--- src/rtl/fva_pkg.sv ---
package fva_pkg;

    localparam int MASK_W  = 32;
    localparam int VOICE_W = 5;
    localparam int CH_W    = 4;
    localparam int NOTE_W  = 7;
    localparam int AGE_W   = 7;

    localparam logic [1:0] OP_NOTE_ON  = 2'd0;
    localparam logic [1:0] OP_NOTE_OFF = 2'd1;
    localparam logic [1:0] OP_ALL_OFF  = 2'd2;

    localparam logic [1:0] ST_OK           = 2'd0;
    localparam logic [1:0] ST_RELEASE      = 2'd1;
    localparam logic [1:0] ST_NOT_PLAYABLE = 2'd2;
    localparam logic [1:0] ST_NO_VOICE     = 2'd3;

    localparam logic [AGE_W-1:0] AGE_MAX = 7'd127;

    typedef enum logic [3:0] {
        DP_IDLE,
        DP_LOAD,
        DP_SCAN,
        DP_FREE,
        DP_AGE,
        DP_PREP,
        DP_FIND,
        DP_WR_LO,
        DP_WR_HI,
        DP_NOFREE
    } t_dp_cmd;

    typedef struct packed {
        logic [1:0] op;
        logic       vel_zero;
        logic       playable;
        logic       pair;
        logic       scan_done;
        logic       hit;
        logic       find_last;
        logic       best_vld;
    } t_dp_status;

endpackage

--- src/rtl/fva_ctrl.sv ---
module fva_ctrl
    import fva_pkg::*;
(
    input  logic       i_clk,
    input  logic       i_rst_n,
    input  logic       i_start,
    input  t_dp_status i_st,
    output t_dp_cmd    o_cmd,
    output logic       o_busy,
    output logic       o_valid
);

    typedef enum logic [3:0] {
        S_IDLE,
        S_DISP,
        S_REL,
        S_FREE,
        S_AGE,
        S_PREP,
        S_FIND,
        S_PICK,
        S_WR1,
        S_ALL,
        S_DONE
    } t_state;

    t_state r_state;
    t_state n_state;
    logic   r_busy;
    logic   r_valid;

    always_comb begin
        n_state = r_state;
        o_cmd   = DP_IDLE;
        case (r_state)
            S_IDLE: begin
                if (i_start) begin
                    o_cmd   = DP_LOAD;
                    n_state = S_DISP;
                end
            end
            S_DISP: begin
                case (i_st.op)
                    OP_NOTE_ON, OP_NOTE_OFF: n_state = S_REL;
                    OP_ALL_OFF:              n_state = S_ALL;
                    default:                 n_state = S_DONE;
                endcase
            end
            S_REL: begin
                o_cmd = DP_SCAN;
                if (i_st.scan_done) begin
                    if (i_st.hit) begin
                        n_state = S_FREE;
                    end else if (i_st.op == OP_NOTE_OFF) begin
                        n_state = S_DONE;
                    end else begin
                        n_state = S_PREP;
                    end
                end
            end
            S_FREE: begin
                o_cmd   = DP_FREE;
                n_state = S_AGE;
            end
            S_AGE: begin
                o_cmd   = DP_AGE;
                n_state = (i_st.op == OP_NOTE_OFF) ? S_DONE : S_PREP;
            end
            S_PREP: begin
                o_cmd   = DP_PREP;
                n_state = (i_st.vel_zero || !i_st.playable) ? S_DONE : S_FIND;
            end
            S_FIND: begin
                o_cmd = DP_FIND;
                if (i_st.find_last) begin
                    n_state = S_PICK;
                end
            end
            S_PICK: begin
                if (i_st.best_vld) begin
                    o_cmd   = DP_WR_LO;
                    n_state = i_st.pair ? S_WR1 : S_DONE;
                end else begin
                    o_cmd   = DP_NOFREE;
                    n_state = S_DONE;
                end
            end
            S_WR1: begin
                o_cmd   = DP_WR_HI;
                n_state = S_DONE;
            end
            S_ALL: begin
                o_cmd = DP_SCAN;
                if (i_st.scan_done) begin
                    n_state = S_DONE;
                end
            end
            S_DONE: begin
                n_state = S_IDLE;
            end
            default: begin
                n_state = S_IDLE;
            end
        endcase
    end

    always_ff @(posedge i_clk) begin
        if (!i_rst_n) begin
            r_state <= S_IDLE;
            r_busy  <= 1'b0;
            r_valid <= 1'b0;
        end else begin
            r_state <= n_state;
            r_busy  <= (n_state != S_IDLE);
            r_valid <= (n_state == S_DONE);
        end
    end

    assign o_busy  = r_busy;
    assign o_valid = r_valid;

endmodule

--- src/rtl/fva_dp.sv ---
module fva_dp
    import fva_pkg::*;
#(
    parameter int VOICES = 32
) (
    input  logic                i_clk,
    input  logic                i_rst_n,
    input  t_dp_cmd             i_cmd,
    input  logic [1:0]          i_op,
    input  logic [CH_W-1:0]     i_channel,
    input  logic [NOTE_W-1:0]   i_note,
    input  logic [6:0]          i_velocity,
    input  logic                i_pair_mode,
    input  logic                i_playable,
    output t_dp_status          o_st,
    output logic [MASK_W-1:0]   o_key_off_mask,
    output logic [MASK_W-1:0]   o_key_on_mask,
    output logic [VOICE_W-1:0]  o_voice,
    output logic [1:0]          o_status
);

    localparam int IW = (VOICES > 1) ? $clog2(VOICES) : 1;
    localparam int MB = (VOICES < MASK_W) ? VOICES : MASK_W;
    localparam logic [IW-1:0] LAST = IW'(VOICES - 1);

    logic [CH_W+NOTE_W-1:0] mem [VOICES];
    logic [CH_W+NOTE_W-1:0] r_rd_data;

    logic                r_busy   [VOICES];
    logic                r_paired [VOICES];
    logic [AGE_W-1:0]    r_age    [VOICES];

    logic [1:0]          r_op;
    logic [CH_W-1:0]     r_ch;
    logic [NOTE_W-1:0]   r_nt;
    logic                r_vel_zero;
    logic                r_play;
    logic                r_pair;

    logic [IW-1:0]       r_idx;
    logic                r_issue;
    logic [IW-1:0]       r_cmp_idx;
    logic                r_cmp_vld;
    logic [IW-1:0]       r_hit;

    logic [IW-1:0]       r_best;
    logic [AGE_W-1:0]    r_best_age;
    logic                r_best_vld;

    logic [MASK_W-1:0]   r_off;
    logic [MASK_W-1:0]   r_on;
    logic [VOICE_W-1:0]  r_voice;
    logic [1:0]          r_status;

    logic                owner_eq;
    logic                rel_hit;
    logic                all_hit;
    logic                scan_done;
    logic [IW-1:0]       partner;
    logic                pair_ok;
    logic                cand;
    logic                better;
    logic [IW-1:0]       waddr;
    logic                free_sel [VOICES];

    always_comb begin
        owner_eq  = r_cmp_vld && r_busy[r_cmp_idx]
                    && (r_rd_data[CH_W+NOTE_W-1:NOTE_W] == r_ch);
        rel_hit   = owner_eq && (r_rd_data[NOTE_W-1:0] == r_nt) && (r_op != OP_ALL_OFF);
        all_hit   = owner_eq && (r_op == OP_ALL_OFF);
        scan_done = r_cmp_vld && (rel_hit || (r_cmp_idx == LAST));

        partner = r_idx | IW'(1);
        pair_ok = !r_idx[0] && (partner <= LAST);
        cand    = !r_busy[r_idx] && (!r_pair || (pair_ok && !r_busy[partner]));
        better  = cand && (!r_best_vld || (r_age[r_idx] > r_best_age));

        waddr = (i_cmd == DP_WR_HI) ? (r_best | IW'(1)) : r_best;

        for (int j = 0; j < VOICES; j++) begin
            free_sel[j] = (IW'(j) == r_hit)
                          || (r_paired[r_hit] && ((IW'(j) >> 1) == (r_hit >> 1)));
        end
    end

    always_ff @(posedge i_clk) begin
        if ((i_cmd == DP_WR_LO) || (i_cmd == DP_WR_HI)) begin
            mem[waddr] <= {r_ch, r_nt};
        end
        r_rd_data <= mem[r_idx];
    end

    always_ff @(posedge i_clk) begin
        if (!i_rst_n) begin
            for (int j = 0; j < VOICES; j++) begin
                r_busy[j]   <= 1'b0;
                r_paired[j] <= 1'b0;
                r_age[j]    <= '0;
            end
            r_issue    <= 1'b0;
            r_cmp_vld  <= 1'b0;
            r_best_vld <= 1'b0;
        end else begin
            case (i_cmd)
                DP_LOAD: begin
                    r_op       <= i_op;
                    r_ch       <= i_channel;
                    r_nt       <= i_note;
                    r_vel_zero <= (i_velocity == '0);
                    r_play     <= i_playable;
                    r_pair     <= i_pair_mode;
                    r_idx      <= '0;
                    r_issue    <= 1'b1;
                    r_cmp_vld  <= 1'b0;
                    r_best_vld <= 1'b0;
                    r_off      <= '0;
                    r_on       <= '0;
                    r_voice    <= '0;
                    r_status   <= ST_OK;
                end
                DP_SCAN: begin
                    r_cmp_idx <= r_idx;
                    r_cmp_vld <= r_issue;
                    if (r_issue) begin
                        if (r_idx == LAST) begin
                            r_issue <= 1'b0;
                        end else begin
                            r_idx <= r_idx + IW'(1);
                        end
                    end
                    if (rel_hit) begin
                        r_hit <= r_cmp_idx;
                    end
                    if (all_hit) begin
                        r_busy[r_cmp_idx] <= 1'b0;
                        for (int j = 0; j < MB; j++) begin
                            if (IW'(j) == r_cmp_idx) begin
                                r_off[j] <= 1'b1;
                            end
                        end
                    end
                end
                DP_FREE: begin
                    for (int j = 0; j < VOICES; j++) begin
                        if (free_sel[j]) begin
                            r_busy[j]   <= 1'b0;
                            r_paired[j] <= 1'b0;
                            r_age[j]    <= '0;
                        end
                    end
                    for (int j = 0; j < MB; j++) begin
                        if (free_sel[j]) begin
                            r_off[j] <= 1'b1;
                        end
                    end
                end
                DP_AGE: begin
                    for (int j = 0; j < VOICES; j++) begin
                        if (!r_busy[j] && (r_age[j] < AGE_MAX)) begin
                            r_age[j] <= r_age[j] + AGE_W'(1);
                        end
                    end
                end
                DP_PREP: begin
                    r_idx      <= '0;
                    r_best_vld <= 1'b0;
                    if (r_vel_zero) begin
                        r_status <= ST_RELEASE;
                    end else if (!r_play) begin
                        r_status <= ST_NOT_PLAYABLE;
                    end
                end
                DP_FIND: begin
                    if (better) begin
                        r_best     <= r_idx;
                        r_best_age <= r_age[r_idx];
                        r_best_vld <= 1'b1;
                    end
                    if (r_idx != LAST) begin
                        r_idx <= r_idx + IW'(1);
                    end
                end
                DP_WR_LO, DP_WR_HI: begin
                    r_busy[waddr]   <= 1'b1;
                    r_paired[waddr] <= r_pair;
                    r_voice         <= VOICE_W'(r_best);
                    for (int j = 0; j < MB; j++) begin
                        if (IW'(j) == waddr) begin
                            r_on[j] <= 1'b1;
                        end
                    end
                end
                DP_NOFREE: begin
                    r_status <= ST_NO_VOICE;
                end
                default: begin
                end
            endcase
        end
    end

    always_comb begin
        o_st.op        = r_op;
        o_st.vel_zero  = r_vel_zero;
        o_st.playable  = r_play;
        o_st.pair      = r_pair;
        o_st.scan_done = scan_done;
        o_st.hit       = rel_hit;
        o_st.find_last = (r_idx == LAST);
        o_st.best_vld  = r_best_vld;
    end

    assign o_key_off_mask = r_off;
    assign o_key_on_mask  = r_on;
    assign o_voice        = r_voice;
    assign o_status       = r_status;

endmodule

--- src/rtl/fm_voice_allocator.sv ---
// Channel   Direction  Handshake              Fields
// event     in         start high, busy low   op, channel, note, velocity,
//                                             pair_mode, playable
// result    out        o_valid, one cycle     key_off_mask, key_on_mask, voice, status
//
// Each event gives one result beat. Its timing is set by the one-voice-a-cycle scans over
// the owner/note memory and, for a note-on, the ages.
// Reset is synchronous and frees every voice at once; no clearing pass follows.
// The receiver cannot stall the result beat; busy falls in the cycle after it.
module fm_voice_allocator
    import fva_pkg::*;
#(
    parameter int VOICES = 32
) (
    input  logic                i_clk,
    input  logic                i_rst_n,
    input  logic                start,
    output logic                busy,
    input  logic [1:0]          i_op,
    input  logic [CH_W-1:0]     i_channel,
    input  logic [NOTE_W-1:0]   i_note,
    input  logic [6:0]          i_velocity,
    input  logic                i_pair_mode,
    input  logic                i_playable,
    output logic                o_valid,
    output logic [MASK_W-1:0]   o_key_off_mask,
    output logic [MASK_W-1:0]   o_key_on_mask,
    output logic [VOICE_W-1:0]  o_voice,
    output logic [1:0]          o_status
);

    t_dp_cmd    dp_cmd;
    t_dp_status dp_st;

    fva_ctrl u_ctrl (
        .i_clk   (i_clk),
        .i_rst_n (i_rst_n),
        .i_start (start),
        .i_st    (dp_st),
        .o_cmd   (dp_cmd),
        .o_busy  (busy),
        .o_valid (o_valid)
    );

    fva_dp #(
        .VOICES (VOICES)
    ) u_dp (
        .i_clk          (i_clk),
        .i_rst_n        (i_rst_n),
        .i_cmd          (dp_cmd),
        .i_op           (i_op),
        .i_channel      (i_channel),
        .i_note         (i_note),
        .i_velocity     (i_velocity),
        .i_pair_mode    (i_pair_mode),
        .i_playable     (i_playable),
        .o_st           (dp_st),
        .o_key_off_mask (o_key_off_mask),
        .o_key_on_mask  (o_key_on_mask),
        .o_voice        (o_voice),
        .o_status       (o_status)
    );

`ifndef ASSERT_OFF
    a_accept_busy: assert property (@(posedge i_clk) disable iff (!i_rst_n)
        (start && !busy) |=> busy)
        else $error("accepted event did not raise busy");

    a_valid_in_busy: assert property (@(posedge i_clk) disable iff (!i_rst_n)
        o_valid |-> busy)
        else $error("result beat outside an event");

    a_fail_no_keyon: assert property (@(posedge i_clk) disable iff (!i_rst_n)
        (o_valid && (o_status != ST_OK)) |-> ((o_key_on_mask == '0) && (o_voice == '0)))
        else $error("failed note-on keyed a voice");

    a_keyon_ok: assert property (@(posedge i_clk) disable iff (!i_rst_n)
        (o_valid && (o_key_on_mask != '0)) |-> (o_status == ST_OK))
        else $error("key-on with a failure status");
`endif

endmodule
--- config.mk ---
export PLATFORM = sky130hd
export DESIGN_NAME = fm_voice_allocator
export DESIGN_NICKNAME = d
export VERILOG_FILES = /design/src/rtl/fva_pkg.sv /design/src/rtl/fva_ctrl.sv /design/src/rtl/fva_dp.sv /design/src/rtl/fm_voice_allocator.sv
export SDC_FILE = /design/constraint.sdc
export NUM_CORES = 1
export LEC_CHECK = 0
export BUFFER_PORTS_ARGS = -buffer_cell sky130_fd_sc_hd__buf_2
export CORE_ASPECT_RATIO = 1.5
export CORE_MARGIN = 2
export CORE_UTILIZATION = 45
export DETAILED_ROUTE_END_ITERATION = 8
export PLACE_DENSITY = 0.66
export SLEW_MARGIN = 20
export SYNTH_ARGS = -nofsm -noshare
export SYNTH_HDL_FRONTEND = slang
export SYNTH_SLANG_ARGS = --single-unit
--- constraint.sdc ---
create_clock -name i_clk -period 4.08 [get_ports i_clk]
set_clock_uncertainty 0.05 [all_clocks]
set_input_delay 0.408 -clock i_clk [delete_from_list [all_inputs] [get_ports i_clk]]
set_output_delay 0.408 -clock i_clk [all_outputs]
set_load 0.02 [all_outputs]
# Yosys cells after proc, flatten, opt, wreduce, memory -nomap -nowiden
# Memories as Yosys holds them, arrays and structs flattened. A register that Yosys moved wholly into a read port is not among the register bits.
# Index checks and enable logic that the tools add are counted.
# totals
inputBits,25
elab_cells,1281
mem_count,4
ff_bits,123
ram_bits,640
# classes
bitwise_logic,128
n_mux,536
addsub,33
n_reduce_logical,226
eq_ne,237
order_cmp,34
# mem_list
memory,depth,word_bits,read_ports,rd_ports_with_merged_regs,wr,line,rtl
u_dp.mem,32,11,1,1,1,fva_dp.sv:26,logic [CH_W+NOTE_W-1:0] mem [VOICES];
u_dp.r_age,32,7,33,1,32,fva_dp.sv:31,logic [AGE_W-1:0] r_age [VOICES];
u_dp.r_busy,32,1,35,3,32,fva_dp.sv:29,logic r_busy [VOICES];
u_dp.r_paired,32,1,1,1,32,fva_dp.sv:30,logic r_paired [VOICES];
# ops
cell,n
7-bit two-way mux,64
1-bit two-way mux,437
"5-bit equality test, first input constant",48
"7-bit by 1-bit adder with 7-bit output, second input constant",32
"7-bit less-than comparator, second input constant",32
"2-bit by 1-bit inequality test with 1-bit output, second input constant",100
5-bit AND reduction,33
1-bit bitwise OR,128
"4-bit by 5-bit equality test with 1-bit output, first input constant",24
3-bit AND reduction,35
32-bit case mux with 3 select lines,1
32-bit case mux with 2 select lines,1
"3-bit by 5-bit equality test with 1-bit output, first input constant",12
1-bit logical AND,58
5-bit two-way mux,11
4-bit case mux with 10 select lines,1
1-bit zero test,38
1-bit logical OR,37
4-bit two-way mux,9
"4-bit by 3-bit equality test with 1-bit output, second input constant",8
"4-bit equality test, first input constant",8
32-bit two-way mux,1
4-bit case mux with 8 select lines,1
"2-bit by 5-bit equality test with 1-bit output, first input constant",6
34 further kinds,69

# Longest topological paths before layout
# Gate-level depths: netlist (run 1).
# depth
ltp_word,10
ltp_mapped,14
mapped_depth_nobuf,11

# By module
# A second synthesis (run 1) with hierarchy kept.
# hier_totals
hier_cells,2779
area_unflattened_um2,37135.6
# modules_own_cells
mod,cells_each,area_each_um2,n_inst
fva_dp,2708,36562.6,1
fva_ctrl,71,573.0,1

# Worst setup path before layout (run 1)
# No wires, ideal clock.
# synth_path
path_kind,register to register
start,register with a tool-made name
end,"register u_dp.r_best[0], enable pin"
slack_ns,-0.449
path_buffers,2
stages_incl_launch_ff,14
required_time_ns,3.642
period_less_slack_ns,4.529
t_arrival_ns,4.091
path_cell_list,dfxtp_1 > buf_2 > buf_1 > mux4_2 > mux4_2 > mux2_2 > ha_1 > nor2b_1 > o21a_1 > o21a_1 > o21a_1 > o21a_1 > o221ai_1 > a31oi_1
# synth_rtl
item,line,rtl
"end signal, assigned",fva_dp.sv:175,r_best <= r_idx;
"end, declared",fva_dp.sv:46,logic [IW-1:0] r_best;

==> results.ini, run 1 <==
[layout]
utilization = 0.514
area_growth_pct = 13.2
final_layout_size_suffix_gt1_frac = 0.174
antenna_cells = 0
nets = 2991
seq_area_um2 = 22900
fillCellCount = 6706
multiInputGateArea_um2 = 13100

[clock_network]
post_cts_buffers = 0
clk_path_buf_depth = 3
htree_num_levels = 3
cts_buffers = 77
cts_root_buf = clkbuf_16
cts_sinks = 789
cts_tree = yes
clk-insertion-delay-late_ns = 0.66
path_clk_slew_ns = 0.06

[place]
port_buffers = 97
hpwl_um = 76900
place.gp.congestion = 0.983

[sta]
fmaxAchievable_mhz = 252
rsz0062_at_grt = no
fin_crit_ns = 3.97
setup_viol = 0
slew_violations = 0
fin_crit_sh = 0.974
hold_viol = 0
worst_slew_pin_slew_ns = 1.15
setup_tns_ns = 0
relSlewSlack = 0.223

[logic_synthesis]
ys_types = 74
yosys-top-cells-count = 713 x edfxtp_1, 334 x nor2_1, 201 x nand2_1
ys_seq_area_frac = 0.622
synth_most_common_cell = edfxtp_1
yosysTopAreaCellShare = 0.581
syn_nets = 2818
netlist_area_um2 = 36900
synth_top_area_cell = edfxtp_1
synthTopCellsByArea = edfxtp_1 58%, mux4_2 8.3%, dfxtp_1 4.1%
yosys_warnings = 0
synth_async_sr_flop_share = 0
ys_ff_latch = 789
syn_avg_cell_area_um2 = 13.4
synth-edff-count = 713
postSynthCellCount = 2752
synth_ff_type = edfxtp_1

[detailed_routing]
drtIter0Drc = 2202
drtPass1Iterations = 7
vias = 24525
via_per_inst = 6.09
drc = 0
avgRoutedWirePerCell_um = 26.4
wl_um = 106000
ant_nets = 0

[worst_setup_path]
end_kind = flip-flop
crit_type = reg -> reg
reg2reg_depth = 7
crit_fanout = 8
critPathRequiredTime_ns = 4.34
crit_path_end = u_dp.r_age[4][4]$_SDFFCE_PN0P_
start_kind = flip-flop
reg2reg_slack_ns = 0.11
worstPathArrival_ns = 4.24
reg2reg_to = u_dp.r_age[4][4]$_SDFFCE_PN0P_

[grt]
gr-total-overflow = 0
grt_first_pass_wirelength_um = 157000
grt_max_degree = 64
grt_use_total = 0.251
grt_pass1_vias = 24841
antenna_found_initial = 2

[pwr]
power.share.clock = 0.384
leakagePower_nw = 14.5
p_seq_frac = 0.511
combPwrFrac = 0.105
total_power_mw = 18.1
powerDensity_nw_per_um2 = 434
switching_power_mw = 4.47
vdd_drop_max_uv = 391
p_int_mw = 13.7
switching_share = 0.247

[worst_hold_path]
hold_path_class = in -> reg

[die]
core_area_um2 = 81200
fp-row-count = 128
io_pins = 98
start_util = 0.454
fp.dieH_um = 355
dieWidth_um = 238
die-area_um2 = 84300

[run_status]
outcome = complete, no violations

[flow_run]
cap_violations = 0

cell usage in the layout, fill, tap and decap left out, types with 20 or more instances in the layout:
master       n
buf_2       97
mux2i_1    102
o221ai_1    58
ha_1        41
edfxtp_1   713
nand3_1    106
nor2_1     332
clkbuf_1    21
o22ai_1     20
inv_1       61
and2_1      29
mux4_2     136
mux2_2      26
xnor2_1     65
a21oi_1    121
clkbuf_16   81
nor3_1      60
a31oi_1     25
o21ai_0     73
and3_1      34
dfxtp_1     74
xor2_1     109
buf_4      118
nand2_1    201
sequential cells by signal, summed over array words and instances (netlist names), 5 cells and up, named ones only:
| register | cells |
|---|---|
| u_dp.r_hit | 5 |
| u_dp.o_voice | 5 |
| u_dp.r_cmp_idx | 5 |
| u_dp.r_idx | 5 |
| u_dp.r_best | 5 |
| u_dp.r_nt | 7 |
| u_dp.o_key_on_mask | 32 |
| u_dp.r_busy | 32 |
| u_dp.r_best_age | 7 |
| u_dp.r_age | 224 |
| u_dp.o_key_off_mask | 32 |
| u_dp.r_paired | 32 |
| u_dp.mem | 352 |
| u_dp.r_rd_data | 11 |
cells by family after synthesis:
| family | Yosys count | synth area share |
|---|---|---|
| simple gates | 871 | 0.108 |
| xor+xnor | 174 | 0.0414 |
| compound gates | 401 | 0.0720 |
| buf+inv | 210 | 0.0223 |
| mux | 266 | 0.120 |
| fa+ha+maj | 41 | 0.0139 |
| flops | 789 | 0.622 |
final cells by class:
type | instances | share of cell area
Tap cell | 1040 | 0.0312
Timing Repair Buffer | 241 | 0.0409
Inverter | 63 | 0.00567
Clock buffer | 105 | 0.0515
Multi-Input combinational cell | 1753 | 0.315
Clock inverter | 33 | 0.00573
Sequential cell | 789 | 0.550
metrics by stage:
step | setup WS [ns] | cells | hold WS (ns) | area, um^2
final | 0.107 | 4024 | 0.424 | 41700
after global routing | 0.00297 | 4024 | 0.428 | 41700
after CTS | 0.0762 | 4024 | 0.388 | 41700
after detailed placement | 0.112 | 3869 | 0.420 | 39200
after global placement | 0.0771 | 3868 | 0.407 | 39100
after floorplan | 0.0494 | 2752 | 0.374 | 36900
power groups by stage:
stage	Clock (mW)	Sequential [mW]	Combinational, mW
detailed placement	0	9.44	1.88
floorplan	0	9.43	1.16
finish	6.95	9.27	1.90
CTS	7.04	9.27	1.90
global route	7.33	9.29	2.01
global placement	0	9.43	1.85
worst min path at each step:
stage,from,to,slack (ns),cells past startpoint
after global placement,u_dp.r_issue$_SDFFE_PN0P_,u_dp.r_cmp_vld$_SDFFE_PN0P_,0.41,2
final,i_note[0],u_dp.r_nt[0]$_DFFE_PP_,0.42,2
after detailed placement,u_dp.r_issue$_SDFFE_PN0P_,u_dp.r_cmp_vld$_SDFFE_PN0P_,0.42,2
after CTS,i_note[5],u_dp.r_nt[5]$_DFFE_PP_,0.39,2
after floorplan,u_dp.r_cmp_idx[2]$_DFFE_PP_,u_dp.r_hit[2]$_DFFE_PP_,0.37,0
after global routing,i_note[0],u_dp.r_nt[0]$_DFFE_PP_,0.43,2
critical path, stage by stage, from the launching register on:
cell and delay [ns]:
dfxtp_1 0.71, mux4_2 0.40, mux4_2 0.25, mux2i_1 0.07, buf_4 0.17, a21oi_1 0.86, nand3_1 0.58, nand3_1 0.51
per-layer routing:
metal,global-route usage,share of wire,vias to the layer above
met2,0.468,0.54,939
li1,-,-,10870
met4,0.151,0.064,4
met5,0,0.00024,-
met1,0.267,0.34,12393
met3,0.0367,0.050,319
timing repair:
item                                    in CTS  in global routing
endpoints found under the setup margin       0                 23
hold endpoints to repair                    16                  0
gates resized for setup                      0                  3
hold buffers                                17                  0
Note: power is estimated with default switching activity, not from simulation.
==> inputs of run 2 (changes only) <==
CORE_ASPECT_RATIO = 1.4   (was 1.5)
SETUP_SLACK_MARGIN = 0.5   (was unset)
SYNTH_HIERARCHICAL = 1   (was unset)
==> run 2 against run 1 <==
- non-clock buffer count rose by 54
- maximum frequency up 12%
- routed wire length decreased by 2.5%
- global-route usage fell by 0.97 points
- critical endpoint is now u_dp/r_best[4]$_DFFE_PP_
- final cell count rose by 2.7%
- core utilization rose by 0.87 points
- sequential share of layout area is 1.3 points lower
- worst hold slack worse by 0.22 ns
- sequential cell count is the same
- critical path type unchanged
- largest cell class unchanged
- sequential power increased by 5.5%
- power is 18% higher
- register-to-register slack gained 0.43 ns
==> results.ini, run 2 <==
[worst_setup_path]
critPathMaxStageDelay_ns = 0.54
worstPathCellList = buf_12 > buf_6 > mux4_2 > mux4_2 > mux2_4 > ha_1 > o21ai_2 > a21oi_1 > o22ai_1 > nand2_1 > and4_4
crit_path_top_delay_cell = mux4_2
crit_path_frequent_cell = mux4_2
crit_fanout = 8
crit_type = reg -> reg
end_kind = flip-flop
crit_family = multiplexers
worstPathArrival_ns = 3.82
critPathRequiredTime_ns = 4.36
path_buf_inv = 2
start_kind = flip-flop

[clock_network]
cts_root_buf = clkbuf_16
cts_buffers = 79
path_clk_slew_ns = 0.06
cts_tree = yes
cts_sinks = 789
htree_num_levels = 3
clk-insertion-delay-late_ns = 0.67
clk_path_buf_depth = 3

[pwr]
leakagePower_nw = 14.9
vdd_drop_max_uv = 376
powerDensity_nw_per_um2 = 499

[grt]
antenna_found_initial = 0
grt_use_total = 0.242
gr-total-overflow = 0
grt_max_degree = 70
grt_pass1_vias = 25011
grt_first_pass_wirelength_um = 153000

[logic_synthesis]
syn_nets = 2845
yosysTopAreaCellShare = 0.577
ys_ff_latch = 789
synth_top_area_cell = edfxtp_1
yosys-top-cells-count = 713 x edfxtp_1, 329 x nor2_1, 201 x nand2_1
postSynthCellCount = 2779
synth-edff-count = 713
synthTopCellsByArea = edfxtp_1 58%, mux4_2 7.5%, dfxtp_1 4.1%
ys_types = 78
yosys_warnings = 6
synth_ff_type = edfxtp_1
syn_avg_cell_area_um2 = 13.4
synth_async_sr_flop_share = 0
synth_most_common_cell = edfxtp_1
ys_seq_area_frac = 0.618
netlist_area_um2 = 37100

[layout]
mostFrequentLayoutCells = 713 x edfxtp_1, 326 x nor2_1, 200 x nand2_1
nets = 3066
regMostFlops = u_dp/mem
final_common_cell = edfxtp_1
area_growth_pct = 15.0
antenna_cells = 0
finalNonFillerCells = 4133
top_regs = u_dp/mem x352, u_dp/r_age x224
largest_register_ffs = 352
final_layout_size_suffix_gt1_frac = 0.206

[worst_hold_path]
hold_path_class = in -> reg

[flow_run]
cap_violations = 0

[detailed_routing]
drtPass1Iterations = 5
wl_um = 104000
vias = 24864
ant_nets = 0
via_per_inst = 6.02
drc = 0
drtIter0Drc = 2048
avgRoutedWirePerCell_um = 25.1

[die]
dieWidth_um = 247
io_pins = 98
fp.dieH_um = 344
fp-row-count = 124
die-area_um2 = 84900
start_util = 0.454
core_area_um2 = 81800

[sta]
fin_crit_ns = 3.54
rsz0062_at_grt = yes
relSlewSlack = 0.200
slew_violations = 0
fin_crit_sh = 0.868
worst_slew_pin_slew_ns = 1.19
fmaxAchievable_mhz = 282
setup_tns_ns = 0
setup_viol = 0
hold_viol = 0

[place]
port_buffers = 97
place.gp.congestion = 0.911
dp_cells = 3934
hpwl_um = 71800

[run_status]
outcome = complete, no violations

run 2: cell types whose count changed after synthesis, sizes merged, moves of 22 or more:
cell,before,now
o21ai,77,30
o221ai,58,94
a21oi,123,96
a31oi,26,4
mux2i,102,129
or2,7,35
nor3,63,87
run 2: what timing repair did:
action                     CTS  global route
hold endpoints to repair    16             0
setup endpoints to repair  281           238
resized for setup           13            38
pin swaps                    5             8
cloned                       1             2
hold buffers                17             0
setup buffers               25            11
run 2: path summary, 6_finish.rpt:
path	start	endpoint	slack (ns)	cells after the start
hold / removal	i_rst_n	u_dp/r_issue$_SDFFE_PN0P_	0.21	2
setup / recovery	flip-flop	u_dp/r_best[4]$_DFFE_PP_	0.54	11
hold reg to reg	u_dp/r_paired[0]$_DFF_P_	u_dp/r_paired[0]$_DFF_P_	0.42	2
setup reg to reg	flip-flop	u_dp/r_best[4]$_DFFE_PP_	0.54	11
run 2: cell type report:
| type | count | area [um^2] |
|---|---|---|
| tap | 1071 | 1340 |
| clock inverter | 35 | 340 |
| fill | 6766 | 39000 |
| timing repair buffer | 295 | 2180 |
| clock buffer | 108 | 2160 |
| multi-input combinational | 1768 | 13500 |
| inverter | 67 | 251 |
| sequential | 789 | 22900 |
run 2: layer usage:
metal / GRT usage / vias up / routed length, um
met4: 0.153 / 0 / 6980
met3: 0.0291 / 282 / 5420
met5: 0 / - / 0
li1: - / 11064 / -
met2: 0.444 / 978 / 55300
met1: 0.263 / 12540 / 36000
run 2: stage by stage:
step	hold WS [ns]	power (mW)	setup slack (ns)	instance area, um^2	utilization
global route	0.201	22.0	0.452	42700	0.522
floorplan	0.374	12.5	0.509	37200	-
detailed placement	0.415	13.9	0.149	39500	0.483
global placement	0.408	13.8	0.141	39500	0.483
CTS	0.168	21.2	0.509	42400	0.519
finish	0.207	21.3	0.537	42700	0.522
run 2: kinds of logic after synthesis:
| kind of cell | synth area share |
|---|---|
| compound gates | 0.0714 |
| xor+xnor | 0.0410 |
| fa+ha+maj | 0.0138 |
| buf+inv | 0.0246 |
| flops | 0.618 |
| mux | 0.117 |
| simple gates | 0.114 |
run 2: power breakdown:
part	switching (mW)	total (mW)	leakage (nW)	internal [mW]
logic	2.43	4.39	6.24	1.96
registers	0.402	9.78	7.40	9.38
clock network	3.13	7.13	1.24	4.00
total	5.96	21.3	14.9	15.3
==> inputs of run 3 (changes only) <==
ABC_AREA = 1   (was unset)
GPL_TIMING_DRIVEN = 0   (was unset)
==> run 3 against run 2 <==
- combinational power rose by 76%
- largest power group unchanged
- power rose by 16%
- largest cell class unchanged
- design area rose by 3.3%
==> results.ini, run 3 <==
[logic_synthesis]
syn_nets = 4131
synth_top_area_cell = edfxtp_1
ys_types = 51
ys_ff_latch = 789
ys_seq_area_frac = 0.598
yosysTopAreaCellShare = 0.558
yosys-top-cells-count = 764 x nor2_1, 713 x edfxtp_1, 605 x nand2_1
syn_avg_cell_area_um2 = 9.44
yosys_warnings = 6
synth_ff_type = edfxtp_1
postSynthCellCount = 4065
synth_most_common_cell = nor2_1
synthTopCellsByArea = edfxtp_1 56%, nor2_1 7.5%, nand2_1 5.9%
netlist_area_um2 = 38400
synth-edff-count = 713
synth_async_sr_flop_share = 0

[worst_hold_path]
worst_hold_startpoint = i_rst_n
hold_path_class = in -> reg

[grt]
grt_pass1_vias = 30522
grt_max_degree = 33
grt_first_pass_wirelength_um = 196000
gr-total-overflow = 0
antenna_found_initial = 1
grt_use_total = 0.309

[die]
io_pins = 98
die-area_um2 = 87600
dieWidth_um = 251
fp-row-count = 126
core_area_um2 = 84300
start_util = 0.455
fp.dieH_um = 349

[place]
place.gp.congestion = 1.05
hpwl_um = 103000
pre_cts_slack_ns = -0.782
port_buffers = 97

[sta]
setup_viol = 0
fin_ws_ns = 0.332
fin_crit_sh = 0.919
hold_slack_ns = 0.0444
relSlewSlack = 0.178
rsz0062_at_grt = yes
fmaxAchievable_mhz = 267
slew_violations = 0
hold_viol = 0
worst_slew_pin_slew_ns = 1.23
fin_crit_ns = 3.75

[worst_setup_path]
cp-startpoint = u_ctrl/r_state[1]$_SDFF_PN0_
crit_family = compound AO/OA/AOI/OAI gates
worstPathCellList = nand2_1 > nor2_1 > inv_2 > o21ai_1 > nor2_1 > inv_2 > nor2_4 > clkbuf_1 > a21oi_1 > nand2_1
crit_path_top_delay_cell = a21oi_1
critPathMaxStageDelay_ns = 1.02
path_buf_inv = 3
start_kind = flip-flop
critPathRequiredTime_ns = 4.31
crit_fanout = 10
crit_type = reg -> reg
end_kind = flip-flop
worstPathArrival_ns = 3.98
crit-reg2reg-launch = u_ctrl/r_state[1]$_SDFF_PN0_

[layout]
final_layout_size_suffix_gt1_frac = 0.112
regMostFlops = u_dp/mem
utilization = 0.523
final_common_cell = nor2_1
top_regs = u_dp/mem x352, u_dp/r_age x224
largest_register_ffs = 352
nets = 4372
mostFrequentLayoutCells = 729 x nor2_1, 713 x edfxtp_1, 604 x nand2_1
area_growth_pct = 15.0

[detailed_routing]
wl_um = 138000
ant_nets = 0
via_per_inst = 5.88
drc = 0
drtIter0Drc = 3311
drtPass1Iterations = 9
vias = 32048
avgRoutedWirePerCell_um = 25.3

[flow_run]
cap_violations = 0

[clock_network]
htree_num_levels = 3
clk_path_buf_depth = 3
clk-insertion-delay-late_ns = 0.66
cts_tree = yes
cts_buffers = 78
cts_sinks = 789
path_clk_slew_ns = 0.06
cts_root_buf = clkbuf_16

[pwr]
leakagePower_nw = 16.3
total_power_mw = 24.7
vdd_drop_max_uv = 360
powerDensity_nw_per_um2 = 559

[run_status]
outcome = complete, no violations

==> run 3: logic make-up after synthesis <==
group,synth area share
AOI/OAI and AO/OA,0.120
xor gates and xnor gates,0.0194
adders and majority gates,0.0134
buffers and inverters,0.0553
DFF,0.598
and+or+nand+nor,0.194
==> run 3: worst paths after layout <==
| kind | end | slack (ns) | cells past startpoint |
|---|---|---|---|
| hold reg to reg | u_dp/r_issue$_SDFFE_PN0P_ | 0.43 | 1 |
| setup / recovery | u_dp/r_age[18][1]$_SDFFCE_PN0P_ | 0.33 | 10 |
| hold / removal | u_ctrl/r_state[1]$_SDFF_PN0_ | 0.04 | 3 |
| setup reg to reg | u_dp/r_age[18][1]$_SDFFCE_PN0P_ | 0.33 | 10 |
==> run 3: cell type report <==
| type | count | area [um^2] |
|---|---|---|
| diodes | 1 | 2.50 |
| plain buffers | 194 | 1080 |
| clock buffers | 103 | 2160 |
| clock inverters | 30 | 294 |
| fillers | 7654 | 40200 |
| inverters | 341 | 1280 |
| multi-input cells | 2741 | 13700 |
| flip-flops and latches | 789 | 22900 |
| well taps | 1088 | 1360 |
| repair buffers | 161 | 1280 |
==> run 3: routing by layer <==
metal / share of wire / track usage
met1: 0.34 / 0.329
met2: 0.48 / 0.534
met3: 0.076 / 0.0478
met5: 0 / 0
met4: 0.10 / 0.269
==> run 3: repair_timing <==
item                                   4_1_cts  5_1_grt
gates cloned                                 0        0
setup endpoints to repair                  314      365
endpoints found under the hold margin       15        0
resized for setup                          111       97
pin swaps                                    6       13
hold buffers                                15        0
buffers inserted                            15        9
==> run 3: report_power, final <==
group          internal (mW)  total (mW)  switching, mW
Clock                   3.93        7.07           3.13
Sequential              9.49        9.86          0.376
Combinational           2.23        7.74           5.51
Total                   15.7        24.7           9.02
==> run 3: worst min-delay path, stage by stage <==
cell and delay, ns:
buf_2 0.10, inv_1 0.10, nor2_1 0.10
==> run 3: through the flow <==
| stage | area [um^2] | std cells | TNS (ns) |
|---|---|---|---|
| 3_3_place_gp | 40200 | 5250 | -28.62 |
| 5_1_grt | 44100 | 5447 | 0 |
| 3_5_place_dp | 40700 | 5275 | -9.44 |
| 2_1_floorplan | 38400 | 4065 | 0 |
| 6_report | 44100 | 5448 | 0 |
| 4_1_cts | 43700 | 5438 | 0 |
